File: src/design/pdlr_pkg.sv
// Package: shared types and constants for the PCM downmix resampler.
`timescale 1ns / 1ps
package pdlr_pkg;

    localparam int Q_ONE_W = 25;
    localparam logic signed [24:0] Q_ONE = 25'sd8388608;

    typedef enum logic [1:0] {
        FMT_U8  = 2'd0,
        FMT_I16 = 2'd1,
        FMT_I32 = 2'd2,
        FMT_F32 = 2'd3
    } fmt_t;

    typedef enum logic [1:0] {
        REG_FORMAT   = 2'd0,
        REG_CHANNELS = 2'd1,
        REG_STEP     = 2'd2,
        REG_ENABLE   = 2'd3
    } reg_idx_t;

    typedef enum logic [2:0] {
        ST_IDLE,
        ST_MIX,
        ST_DIV,
        ST_INTERP,
        ST_MUL,
        ST_OUT
    } state_t;

    // controller -> datapath
    typedef struct packed {
        logic clear;
        logic take_byte;
        logic div_start;
        logic interp_load;
        logic mul_load;
        logic out_load;
        logic out_last;
        logic mono_finish;
        logic store_first;
        logic skip_sample;
    } cmd_t;

    // datapath -> controller
    typedef struct packed {
        logic sample_done;
        logic frame_done;
        logic div_busy;
        logic have_prev;
        logic phase_below_one;
        logic more_after;
    } stat_t;

    // Round a Q1.23 value to int16.
    function automatic logic [15:0] to_pcm(input logic signed [25:0] v);
        logic signed [25:0] c;
        logic [40:0] m;
        logic [17:0] r;
        begin
            c = v;
            if (c > 26'sd8388608)
                c = 26'sd8388608;
            m = (c < 0) ? 41'(-c) * 41'd32767 : 41'(c) * 41'd32767;
            r = 18'((m + 41'd4194304) >> 23);
            if (v <= -26'sd8388608)
                to_pcm = 16'h8000;
            else if (c < 0)
                to_pcm = 16'(-r);
            else
                to_pcm = r[15:0];
        end
    endfunction

endpackage

File: src/design/pdlr_ctrl.sv
// Controller: sequences byte intake, division, interpolation and output.
`timescale 1ns / 1ps
module pdlr_ctrl
(
    input  logic                  clk,
    input  logic                  rst_n,
    input  logic                  data_valid,
    output logic                  data_ready,
    input  logic                  cfg_valid,
    input  logic                  enable,
    input  pdlr_pkg::stat_t       stat,
    input  logic                  out_free,
    output pdlr_pkg::cmd_t        cmd
);
    import pdlr_pkg::*;

    state_t state_reg, state_next;

    always_ff @(posedge clk or negedge rst_n)
    begin
        if (!rst_n)
            state_reg <= ST_IDLE;
        else
            state_reg <= state_next;
    end

    always_comb
    begin
        state_next = state_reg;
        unique case (state_reg)
            ST_IDLE:
                if (!cfg_valid && data_valid)
                    state_next = ST_MIX;
            ST_MIX:
                if (!stat.sample_done || !stat.frame_done)
                    state_next = ST_IDLE;
                else
                    state_next = ST_DIV;
            ST_DIV:
                if (!stat.div_busy)
                begin
                    if (!enable)
                        state_next = ST_OUT;
                    else if (!stat.have_prev || !stat.phase_below_one)
                        state_next = ST_IDLE;
                    else
                        state_next = ST_INTERP;
                end
            ST_INTERP:
                state_next = ST_MUL;
            ST_MUL:
                state_next = ST_OUT;
            ST_OUT:
                if (out_free)
                    state_next = (enable && stat.more_after) ? ST_INTERP : ST_IDLE;
            default:
                state_next = ST_IDLE;
        endcase
    end

    always_comb
    begin
        cmd = '0;
        data_ready = 1'b0;
        unique case (state_reg)
            ST_IDLE:
            begin
                data_ready = !cfg_valid;
                cmd.take_byte = data_valid && !cfg_valid;
            end
            ST_MIX:
                cmd.div_start = stat.sample_done && stat.frame_done;
            ST_DIV:
                if (!stat.div_busy)
                begin
                    cmd.mono_finish = 1'b1;
                    cmd.store_first = enable && !stat.have_prev;
                    cmd.skip_sample = enable && stat.have_prev && !stat.phase_below_one;
                end
            ST_INTERP:
                cmd.interp_load = 1'b1;
            ST_MUL:
                cmd.mul_load = 1'b1;
            ST_OUT:
                if (out_free)
                begin
                    cmd.out_load = 1'b1;
                    cmd.out_last = !(enable && stat.more_after);
                end
            default: ;
        endcase
        cmd.clear = cfg_valid && (state_reg == ST_IDLE);
    end

endmodule

File: src/design/pdlr_dp.sv
// Datapath: sample assembly, decode, mix, divide, interpolate, round.
`timescale 1ns / 1ps
module pdlr_dp
#(
    parameter int MAX_CHANNELS    = 8,
    parameter int PHASE_FRAC_BITS = 16
)
(
    input  logic                  clk,
    input  logic                  rst_n,
    input  pdlr_pkg::cmd_t        cmd,
    input  logic [7:0]            data_byte,
    input  logic [1:0]            sample_format,
    input  logic [3:0]            channel_count,
    input  logic [20:0]           phase_step,
    output pdlr_pkg::stat_t       stat,
    output logic [15:0]           out_value
);
    import pdlr_pkg::*;

    localparam int PW   = PHASE_FRAC_BITS + 5;
    localparam int CHW  = $clog2(MAX_CHANNELS + 1);
    localparam int SUMW = Q_ONE_W + CHW + 1;
    localparam logic [PW-1:0] ONE = PW'(1) << PHASE_FRAC_BITS;

    logic [1:0]             bpos_reg;
    logic [23:0]            part_reg;
    logic [CHW-1:0]         chpos_reg;
    logic signed [SUMW-1:0] sum_reg;
    logic signed [24:0]     prev_reg;
    logic                   havep_reg;
    logic [PW-1:0]          phase_reg;
    logic                   sdone_reg, fdone_reg;
    logic signed [24:0]     mono_reg;
    logic [PW-1:0]          step_c;
    logic [CHW-1:0]         nch;

    // serial divider (magnitude, restoring)
    logic [SUMW-1:0]        dq_reg;
    logic [CHW:0]           drem_reg;
    logic                   dneg_reg;
    logic [$clog2(SUMW+1)-1:0] dcnt_reg;
    logic                   dbusy_reg;

    logic [49:0]            pa_reg, pb_reg;
    logic signed [25:0]     interp_reg;
    logic [15:0]            out_reg;

    // decode
    logic [31:0]            raw;
    logic signed [24:0]     dec;
    logic [7:0]             ex;
    logic [24:0]            fmag;
    logic [1:0]             nbm1;

    always_comb
    begin
        case (sample_format)
            FMT_U8:  nbm1 = 2'd0;
            FMT_I16: nbm1 = 2'd1;
            default: nbm1 = 2'd3;
        endcase
        raw = {8'd0, part_reg} | (32'(data_byte) << {bpos_reg, 3'b000});
        ex = raw[30:23];
        if (ex >= 8'd127)
            fmag = 25'd8388608;
        else if (ex == 8'd0 || (8'd127 - ex) >= 8'd32)
            fmag = '0;
        else
            fmag = 25'({1'b1, raw[22:0]} >> (8'd127 - ex));
        case (sample_format)
            FMT_U8:  dec = 25'(signed'({1'b0, raw[7:0]}) - 10'sd128) <<< 16;
            FMT_I16: dec = 25'(signed'(raw[15:0])) <<< 8;
            FMT_I32: dec = 25'(signed'(raw[31:8]));
            default: dec = (ex == 8'hFF) ? '0 : (raw[31] ? -fmag : fmag);
        endcase
        if (channel_count == 4'd0)
            nch = CHW'(1);
        else if (32'(channel_count) > MAX_CHANNELS)
            nch = CHW'(MAX_CHANNELS);
        else
            nch = CHW'(channel_count);
        if ({11'd0, phase_step} < (32'(ONE) >> 2))
            step_c = ONE >> 2;
        else if ({11'd0, phase_step} > 32'(ONE) * 16)
            step_c = PW'(32'(ONE) * 16);
        else
            step_c = PW'(phase_step);
    end

    logic [SUMW-1:0] sum_mag;
    logic [CHW:0]    trial;
    assign sum_mag = sum_reg[SUMW-1] ? SUMW'(-sum_reg) : SUMW'(sum_reg);
    assign trial   = {drem_reg[CHW-1:0], dq_reg[SUMW-1]};

    logic signed [SUMW:0] qs;
    logic signed [24:0]   mono_c;
    always_comb
    begin
        qs = dneg_reg ? -(SUMW+1)'(dq_reg) : (SUMW+1)'(dq_reg);
        if (qs > (SUMW+1)'(Q_ONE))
            mono_c = Q_ONE;
        else if (qs < -(SUMW+1)'(Q_ONE))
            mono_c = -Q_ONE;
        else
            mono_c = 25'(qs);
    end

    always_ff @(posedge clk or negedge rst_n)
    begin
        if (!rst_n)
        begin
            bpos_reg  <= '0;
            part_reg  <= '0;
            chpos_reg <= '0;
            sum_reg   <= '0;
            prev_reg  <= '0;
            havep_reg <= 1'b0;
            phase_reg <= '0;
            sdone_reg <= 1'b0;
            fdone_reg <= 1'b0;
            dbusy_reg <= 1'b0;
            dcnt_reg  <= '0;
        end
        else if (cmd.clear)
        begin
            bpos_reg  <= '0;
            part_reg  <= '0;
            chpos_reg <= '0;
            sum_reg   <= '0;
            prev_reg  <= '0;
            havep_reg <= 1'b0;
            phase_reg <= '0;
        end
        else
        begin
            if (cmd.take_byte)
            begin
                if (bpos_reg < nbm1)
                begin
                    part_reg  <= raw[23:0];
                    bpos_reg  <= bpos_reg + 2'd1;
                    sdone_reg <= 1'b0;
                end
                else
                begin
                    part_reg  <= '0;
                    bpos_reg  <= '0;
                    sdone_reg <= 1'b1;
                    sum_reg   <= sum_reg + SUMW'(dec);
                    fdone_reg <= (chpos_reg + CHW'(1)) >= nch;
                    chpos_reg <= ((chpos_reg + CHW'(1)) >= nch) ? '0 : chpos_reg + CHW'(1);
                end
            end
            if (cmd.div_start)
            begin
                dq_reg    <= sum_mag;
                dneg_reg  <= sum_reg[SUMW-1];
                drem_reg  <= '0;
                dcnt_reg  <= ($clog2(SUMW+1))'(SUMW);
                dbusy_reg <= 1'b1;
                sum_reg   <= '0;
            end
            else if (dbusy_reg)
            begin
                // one quotient bit per cycle
                if (trial >= {1'b0, nch})
                begin
                    drem_reg <= trial - {1'b0, nch};
                    dq_reg   <= {dq_reg[SUMW-2:0], 1'b1};
                end
                else
                begin
                    drem_reg <= trial;
                    dq_reg   <= {dq_reg[SUMW-2:0], 1'b0};
                end
                dcnt_reg <= dcnt_reg - 1'b1;
                if (dcnt_reg == 1)
                    dbusy_reg <= 1'b0;
            end
            if (cmd.mono_finish)
            begin
                mono_reg <= mono_c;
                if (cmd.store_first)
                begin
                    prev_reg  <= mono_c;
                    havep_reg <= 1'b1;
                end
                if (cmd.skip_sample)
                begin
                    // no output falls before this sample: advance past it
                    phase_reg <= phase_reg - ONE;
                    prev_reg  <= mono_c;
                end
            end
            if (cmd.interp_load)
            begin
                pa_reg <= 50'({1'b0, 25'(prev_reg + Q_ONE)}) * 50'(ONE - phase_reg);
                pb_reg <= 50'({1'b0, 25'(mono_reg + Q_ONE)}) * 50'(phase_reg);
                phase_reg <= phase_reg + step_c;
            end
            if (cmd.mul_load)
                interp_reg <= 26'(signed'({1'b0, 25'((pa_reg + pb_reg) >> PHASE_FRAC_BITS)}))
                              - 26'(Q_ONE);
            if (cmd.out_load)
            begin
                out_reg <= to_pcm(cmd.out_last && !havep_reg ? 26'(mono_reg) : interp_reg);
                if (havep_reg && cmd.out_last)
                begin
                    phase_reg <= phase_reg - ONE;
                    prev_reg  <= mono_reg;
                end
            end
        end
    end

    // count of outputs this sample is bounded to four by the step clamp
    assign stat.sample_done     = sdone_reg;
    assign stat.frame_done      = fdone_reg;
    assign stat.div_busy        = dbusy_reg;
    assign stat.have_prev       = havep_reg;
    assign stat.phase_below_one = phase_reg < ONE;
    assign stat.more_after      = phase_reg < ONE;
    assign out_value            = out_reg;

endmodule

File: src/design/pcm_downmix_linear_resampler.sv
// Top level: PCM downmix and linear resampler.
`timescale 1ns / 1ps
// Sequence: a frame's last byte is mixed, divided by the 30-step channel divider,
// then rounded out in bypass or interpolated and multiplied first. Bytes that
// complete no frame pass the mix state before the next is taken; interpolated
// outputs add interpolate, multiply and round steps; a stalled output holds.
// Reset: rst_n clears all stream state and loads int16, one channel, step 1.0, bypass.
module pcm_downmix_linear_resampler
#(
    parameter int MAX_CHANNELS    = 8,
    parameter int PHASE_FRAC_BITS = 16
)
(
    input  logic         clk,
    input  logic         rst_n,
    input  logic         data_valid,
    output logic         data_ready,
    input  logic [7:0]   data_byte,
    output logic         pcm_valid,
    input  logic         pcm_ready,
    output logic [15:0]  pcm_sample,
    output logic         last_of_run,
    input  logic         cfg_valid,
    output logic         cfg_ready,
    input  logic [1:0]   cfg_index,
    input  logic [20:0]  cfg_data
);
    import pdlr_pkg::*;

    cmd_t  cmd;
    stat_t stat;
    logic [15:0] value;
    logic [1:0]  fmt_reg;
    logic [3:0]  nch_reg;
    logic [20:0] step_reg;
    logic        en_reg;
    logic        ovalid_reg;
    logic        olast_reg;
    logic        out_free;

    // Take configuration only while idle; the write also clears the stream.
    assign cfg_ready = cmd.clear;

    always_ff @(posedge clk or negedge rst_n)
    begin
        if (!rst_n)
        begin
            fmt_reg  <= FMT_I16;
            nch_reg  <= 4'd1;
            step_reg <= 21'(32'd1 << PHASE_FRAC_BITS);
            en_reg   <= 1'b0;
        end
        else if (cfg_valid && cfg_ready)
        begin
            unique case (reg_idx_t'(cfg_index))
                REG_FORMAT:   fmt_reg  <= cfg_data[1:0];
                REG_CHANNELS: nch_reg  <= cfg_data[3:0];
                REG_STEP:     step_reg <= cfg_data;
                REG_ENABLE:   en_reg   <= cfg_data[0];
                default: ;
            endcase
        end
    end

    // Output register: free when empty or being drained this cycle.
    assign out_free = !ovalid_reg || pcm_ready;

    always_ff @(posedge clk or negedge rst_n)
    begin
        if (!rst_n)
        begin
            ovalid_reg <= 1'b0;
            olast_reg  <= 1'b0;
        end
        else if (cmd.out_load)
        begin
            ovalid_reg <= 1'b1;
            olast_reg  <= cmd.out_last;
        end
        else if (pcm_ready)
            ovalid_reg <= 1'b0;
    end

    pdlr_ctrl u_ctrl
    (
        .clk        (clk),
        .rst_n      (rst_n),
        .data_valid (data_valid),
        .data_ready (data_ready),
        .cfg_valid  (cfg_valid && !ovalid_reg),
        .enable     (en_reg),
        .stat       (stat),
        .out_free   (out_free),
        .cmd        (cmd)
    );

    pdlr_dp #(
        .MAX_CHANNELS    (MAX_CHANNELS),
        .PHASE_FRAC_BITS (PHASE_FRAC_BITS)
    ) u_dp
    (
        .clk           (clk),
        .rst_n         (rst_n),
        .cmd           (cmd),
        .data_byte     (data_byte),
        .sample_format (fmt_reg),
        .channel_count (nch_reg),
        .phase_step    (step_reg),
        .stat          (stat),
        .out_value     (value)
    );

    assign pcm_valid   = ovalid_reg;
    assign pcm_sample  = value;
    assign last_of_run = olast_reg;

endmodule

File: config.mk
export PLATFORM = sky130hd
export DESIGN_NAME = pcm_downmix_linear_resampler
export DESIGN_NICKNAME = d
export VERILOG_FILES = /design/src/design/pdlr_pkg.sv /design/src/design/pdlr_ctrl.sv /design/src/design/pdlr_dp.sv /design/src/design/pcm_downmix_linear_resampler.sv
export SDC_FILE = /design/constraint.sdc
export NUM_CORES = 2
export LEC_CHECK = 0
export ABC_AREA = 1
export BUFFER_PORTS_ARGS = -buffer_cell sky130_fd_sc_hd__buf_4
export CAP_MARGIN = 25
export CORE_MARGIN = 10
export CORE_UTILIZATION = 25
export CTS_BUF_LIST = sky130_fd_sc_hd__clkbuf_4
export CTS_CLUSTER_DIAMETER = 30
export CTS_CLUSTER_SIZE = 8
export DETAILED_ROUTE_END_ITERATION = 8
export GPL_ROUTABILITY_DRIVEN = 0
export PLACE_DENSITY_LB_ADDON = 0.2
export SYNTH_ARGS = -nofsm -noshare
export SYNTH_HDL_FRONTEND = slang
export SYNTH_SLANG_ARGS = --single-unit
export TNS_END_PERCENT = 5
File: constraint.sdc
create_clock -name clk -period 12.56 [get_ports clk]
set_clock_uncertainty 0.05 [all_clocks]
set_input_delay 1.884 -clock clk [delete_from_list [all_inputs] [get_ports clk]]
set_output_delay 1.884 -clock clk [all_outputs]
set_load 0.01 [all_outputs]
# Yosys cells after proc, flatten, opt, wreduce, memory -nomap -nowiden
# Index checks and enable logic that the tools add are counted.
# word_totals
word_cells	215
reg_bits	332
output_inout_bits	20
# classes
multipliers	4
bitwise	3
reduce_logical	50
add_sub_neg	20
n_lt_le_gt_ge	14
n_eq_ne	17
n_shift	2
muxes	79
# ops
op	count
$mux 25	12
$mux 30	7
$mux 21	8
$mux 26	4
$pmux 25 s3	1
$mux 24	3
$add 25x25->25 const B	2
$mul 25x50->41	1
$add 41x41->41	1
$mul 25x21->41	1
$mul 41x15->39 const B	1
$neg 26->41	1
$add 39x23->39 const B	1
$mul 26x16->39 const B	1
$mux 39	1
$mux 4	8
$or 24x32->32	1
$shl 8x5->32	1
$gt 31x25->1 const B	1
$lt 31x24->1 const B	1
$mux 31	1
$neg 30->31	1
$add 30x25->30	1
$neg 30->30	1
54 further kinds	128

# Longest topological paths before layout
# logic_depth
word_depth	17
depth_mapped	70
ltp_nobuf	68

# Modules after synthesis
# A second synthesis with hierarchy kept.
# hier_totals
hier_cells	8784
area_unflattened_um2	72079.1
# by_module_without_submodules
module	area_per_inst_um2	cells_per_inst	seq_area_each_um2	n_inst
pdlr_dp	70530.1	8586	8403.1	1
pcm_downmix_linear_resampler	1226.2	142	754.5	1
pdlr_ctrl	322.8	56	75.1	1

# Least setup slack after synthesis
# Ideal clock, no wire load.
# synth_path
path_kind	input port to flip-flop
start	input pcm_ready
end	register u_dp.out_reg[15], in the netlist u_dp.out_value[15] (data pin)
n_path_buf	2
t_arrival_ns	10.867
cell_stages	52
setup_slack_ns	1.384
path_cell_list	nor2_2 -> nor2_8 -> nand3_4 -> inv_1 -> nand2_1 -> nand2_1 -> buf_2 -> a21oi_2 -> nand2_4 -> clkinv_1 -> clkbuf_1 -> nor2_1 -> inv_1 -> ha_1 -> nand3_1 -> inv_1 -> nand2_1 -> inv_1 -> [... 16 more ...] -> a21oi_1 -> o21a_1 -> nor3_1 -> a311o_1 -> a21oi_1 -> nand2_1 -> o21ai_0 -> a21oi_1 -> a21oi_1 -> nand2_1 -> nor2_1 -> nand3b_1 -> nand2_1 -> nand2_1 -> o21ai_2 -> nand2_1 -> nand2_1 -> nand3_1
# synth_between
elab_chain_len	15
elab_cells_between_ends	18
cone_classes	add/sub (3); mul (2); order compare (3); mux (8); reduce/logical (2)
# synth_lines
item	line	rtl
start: declaration	pcm_downmix_linear_resampler.sv:20	input logic pcm_ready,
$logic_or 1x1->1 (*)	pcm_downmix_linear_resampler.sv:66	assign out_free = !ovalid_reg || pcm_ready;
$mux 2 (*)	pdlr_ctrl.sv:85	if (out_free)
$mux 2 (*)	pdlr_ctrl.sv:65	unique case (state_reg)
$logic_and 1x1->1 (*)	pdlr_dp.sv:207	out_reg <= to_pcm(cmd.out_last && !havep_reg ? 26'(mono_reg) : interp_reg);
$mux 26 (*)	pdlr_dp.sv:207	
$gt 26x25->1	pdlr_pkg.sv:62	if (c > 26'sd8388608)
$mux 26	pdlr_pkg.sv:62	
$mux 26	pdlr_dp.sv:205	if (cmd.out_load)
$mux 26	pdlr_dp.sv:125	else if (cmd.clear)
$neg 26->41	pdlr_pkg.sv:64	m = (c < 0) ? 41'(-c) * 41'd32767 : 41'(c) * 41'd32767;
$mul 41x15->39	pdlr_pkg.sv:64	
$mux 39	pdlr_pkg.sv:64	
$add 39x23->39	pdlr_pkg.sv:65	r = 18'((m + 41'd4194304) >> 23);
$neg 16->16	pdlr_pkg.sv:69	to_pcm = 16'(-r);
$mux 16	pdlr_pkg.sv:68	else if (c < 0)
end signal: assignment	pdlr_dp.sv:207	
end: declaration	pdlr_dp.sv:47	logic [15:0] out_reg;
# Mark *: on every way between the ends. The rest lies on a longest branch, timed or not. The select of a mux whose other input is x is not followed.
# A chain may end at the register's enable or synchronous reset.

# Worst setup path after layout
# layout_path
start	register u_dp.phase_reg[0]
end	register u_dp.pa_reg[39] (data pin)
# layout_between
elab_chain_len	2
# layout_lines
item	line	rtl
start: declaration	pdlr_dp.sv:32	logic [PW-1:0] phase_reg;
start signal: assignment	pdlr_dp.sv:192	phase_reg <= phase_reg - ONE;
start signal: assignment	pdlr_dp.sv:200	phase_reg <= phase_reg + step_c;
start signal: assignment	pdlr_dp.sv:210	phase_reg <= phase_reg - ONE;
$sub 17x21->22	pdlr_dp.sv:198	pa_reg <= 50'({1'b0, 25'(prev_reg + Q_ONE)}) * 50'(ONE - phase_reg);
$mul 25x50->41	pdlr_dp.sv:198	
end signal: assignment	pdlr_dp.sv:198	
end: declaration	pdlr_dp.sv:45	logic [49:0] pa_reg, pb_reg;
# No other way between the ends.

==> results.yml <==
critical_path:
  critPathLaunchType: "flip-flop"
  cp-end-kind: "flip-flop"
  crit_required_ps: 13310
  max_stage_delay_ps: 640
  cp-startpoint: "u_dp.phase_reg[0]"
  critPathMaxFanout: 17
  crit_top_cell: "nand2_1"
  worstSetupPathType: "flip-flop to flip-flop"
  r2r-start: "u_dp.phase_reg[0]"
  cp_data_arrival_time_ps: 12040
  slowest_stage: "nand2_1"
placed_design:
  dp_hpwl_um: 202000
  place.port_buffers: 55
  placed_cells: 12360
route:
  viasPerCell: 4.498
  ant_nets: 0
  drtIter0Drc: 3735
  via_count: 56490
  wl_per_cell_um: 19.40
  finalWirelength_um: 243700
  drt-met1-wl_um: 109300
  met2_length_um: 119000
  drc_errors: 0
  route.met3.wl_um: 9827
  drt_pass1_iterations: 6
  top_layer_used: "met5"
global_routing:
  grt_pass1_vias: 61520
  grt_pass1_wl_um: 379400
  antenna_found_initial: 7
  track_usage: 0.1572
  globalRouteOverflowTotal: 0
  grt_start_max_net_pins: 68
clock_network:
  cts_tree: "built"
  post_cts_buffers: 0
  clock-root-buffer: "clkbuf_4"
  cts_resized: 0
  path_clk_slew_ps: 90
  htreeDepth: 3
  clock_sinks: 332
  ctsHoldBuffers: 0
  cts_buffers: 100
  clk_latency_ps: 1090
  cts-root-to-sink-buffers: 3
sta:
  hold_viol: 0
  rsz0062_at_grt: "no"
  max_freq_mhz: 88.58
  fin_crit_ps: 11290
  slew_violations: 0
  finalCritPeriodShare: 0.8989
  tns_ps: 0
  tightest_slew_ps: 1086
  relSlewSlack: 0.2662
  setup_viol: 0
final_layout:
  area_growth_pct: 9.898
  drive_gt1_frac: 0.05734
  fin_cells: 12560
  fin_nets: 10680
die:
  die_height_um: 558.3
  dieArea_mm2: 0.3117
  core-area_mm2: 0.2881
  rows: 197
  start_util: 0.2514
  boundaryPins: 56
  die_x_um: 558.3
synthesis:
  ys_types: 69
  async_flop_share: 0.4458
  synth_top_area_share: 0.3977
  yosys_warnings: 0
  postSynthAreaPerCell_um2: 8.374
  ys_seq_elements: 332
  netlist_top_cells_area: "fa_1 (40%), inv_1 (11%), ha_1 (8.9%)"
  yosys.area.top_type: "fa_1"
  synth-seq-area-share: 0.1275
  syn_inst: 8650
  synth-edff-count: 184
  syn-cell-area_mm2: 0.07243
  syn_nets: 10640
  synth-main-ff-cell: "edfxtp_1"
min_path:
  min_from: "u_dp.dcnt_reg[3]"
  hold_path_class: "flip-flop to flip-flop"
run:
  cap_violations: 0
status:
  status: "complete, no violations"
synthesized netlist by cell type (9+ instances only):
master,number
nand2_2,21
a21o_1,10
nand3_1,177
edfxtp_1,184
clkbuf_1,227
a21oi_1,323
a31oi_1,59
or2_2,18
a221oi_1,10
o21a_1,13
nor2_1,637
o22ai_1,62
o31ai_1,14
o21ai_0,287
nand4_1,66
xnor2_1,90
nor3_1,57
nor4_1,17
a211oi_1,13
fa_1,1439
o21bai_1,13
xor2_1,184
clkinv_1,29
o221ai_1,10
ha_1,517
inv_1,2157
nand2_1,1693
buf_2,9
buf_1,34
nor2_2,9
dfrtp_1,145
o211ai_1,19
placed cells by master, fill, tap and decap left out, drive strengths merged, types with 13 or more instances in the layout:
cell type	instances
a211oi	13
a21oi	326
a31oi	59
buf	206
bufinv	18
clkbuf	120
clkinv	71
dfrtp	145
edfxtp	184
fa	1439
ha	517
inv	2167
nand2	1719
nand3	188
nand4	68
nor2	654
nor3	57
nor4	17
o211ai	19
o21a	13
o21ai	297
o21bai	13
o22ai	62
o31ai	14
or2	18
xnor2	90
xor2	184
worst paths after layout:
check,depth (start not counted),to,slack [ps]
setup / recovery,43,u_dp.pa_reg[39],1270
hold / removal,1,u_dp.dcnt_reg[3],440
setup reg to reg,43,u_dp.pa_reg[39],1270
hold reg to reg,1,u_dp.dcnt_reg[3],440
max in group asynchronous,2,u_dp.prev_reg[3],10440
min in group asynchronous,1,u_dp.dcnt_reg[0],760
layer usage:
layer	global-route usage	up-vias
li1	-	26080
met1	0.2110	28840
met2	0.2751	1294
met3	0.01535	280
met4	0.03261	4
met5	0	-
worst max-delay path: cells and delay by family, from the launching register on:
family / cells / cell delay (ps)
buffers and inverters: 8 / 1610
AOI/OAI and AO/OA: 8 / 1870
DFF: 1 / 610
xor gates and xnor gates: 1 / 370
and+or+nand+nor: 17 / 2720
adders and majority gates: 9 / 3800
through the flow:
step	cell area (µm²)	worst slack, ps	utilization	hold slack [ps]
finish	79600	1270	0.2763	441.2
global route	79600	423.9	0.2763	457.6
CTS	79550	1202	0.2761	446.0
detailed placement	77760	170.1	0.2699	434.6
global placement	77690	160.8	0.2696	427.4
floorplan	72430	1384	-	400.3
final cells by class:
class                   count  area (µm²)
clock buffers             118       885.9
diodes                      5       12.51
well taps                3781        4731
fillers                 31000      208500
repair buffers            208        1630
inverters                2195        8242
multi-input cells        5850       53960
clock inverters            70       904.6
flip-flops and latches    332        9234
cells by family after synthesis:
logic type      synth area share
fa+ha+maj                 0.4870
flops                     0.1275
simple gates              0.1541
xor+xnor                 0.03313
mux                    0.0006218
compound gates           0.06937
buf+inv                   0.1283
Power is left out: the tool's default activity adds up to more than one toggle a clock period on the data nets, which glitch-free logic cannot reach.
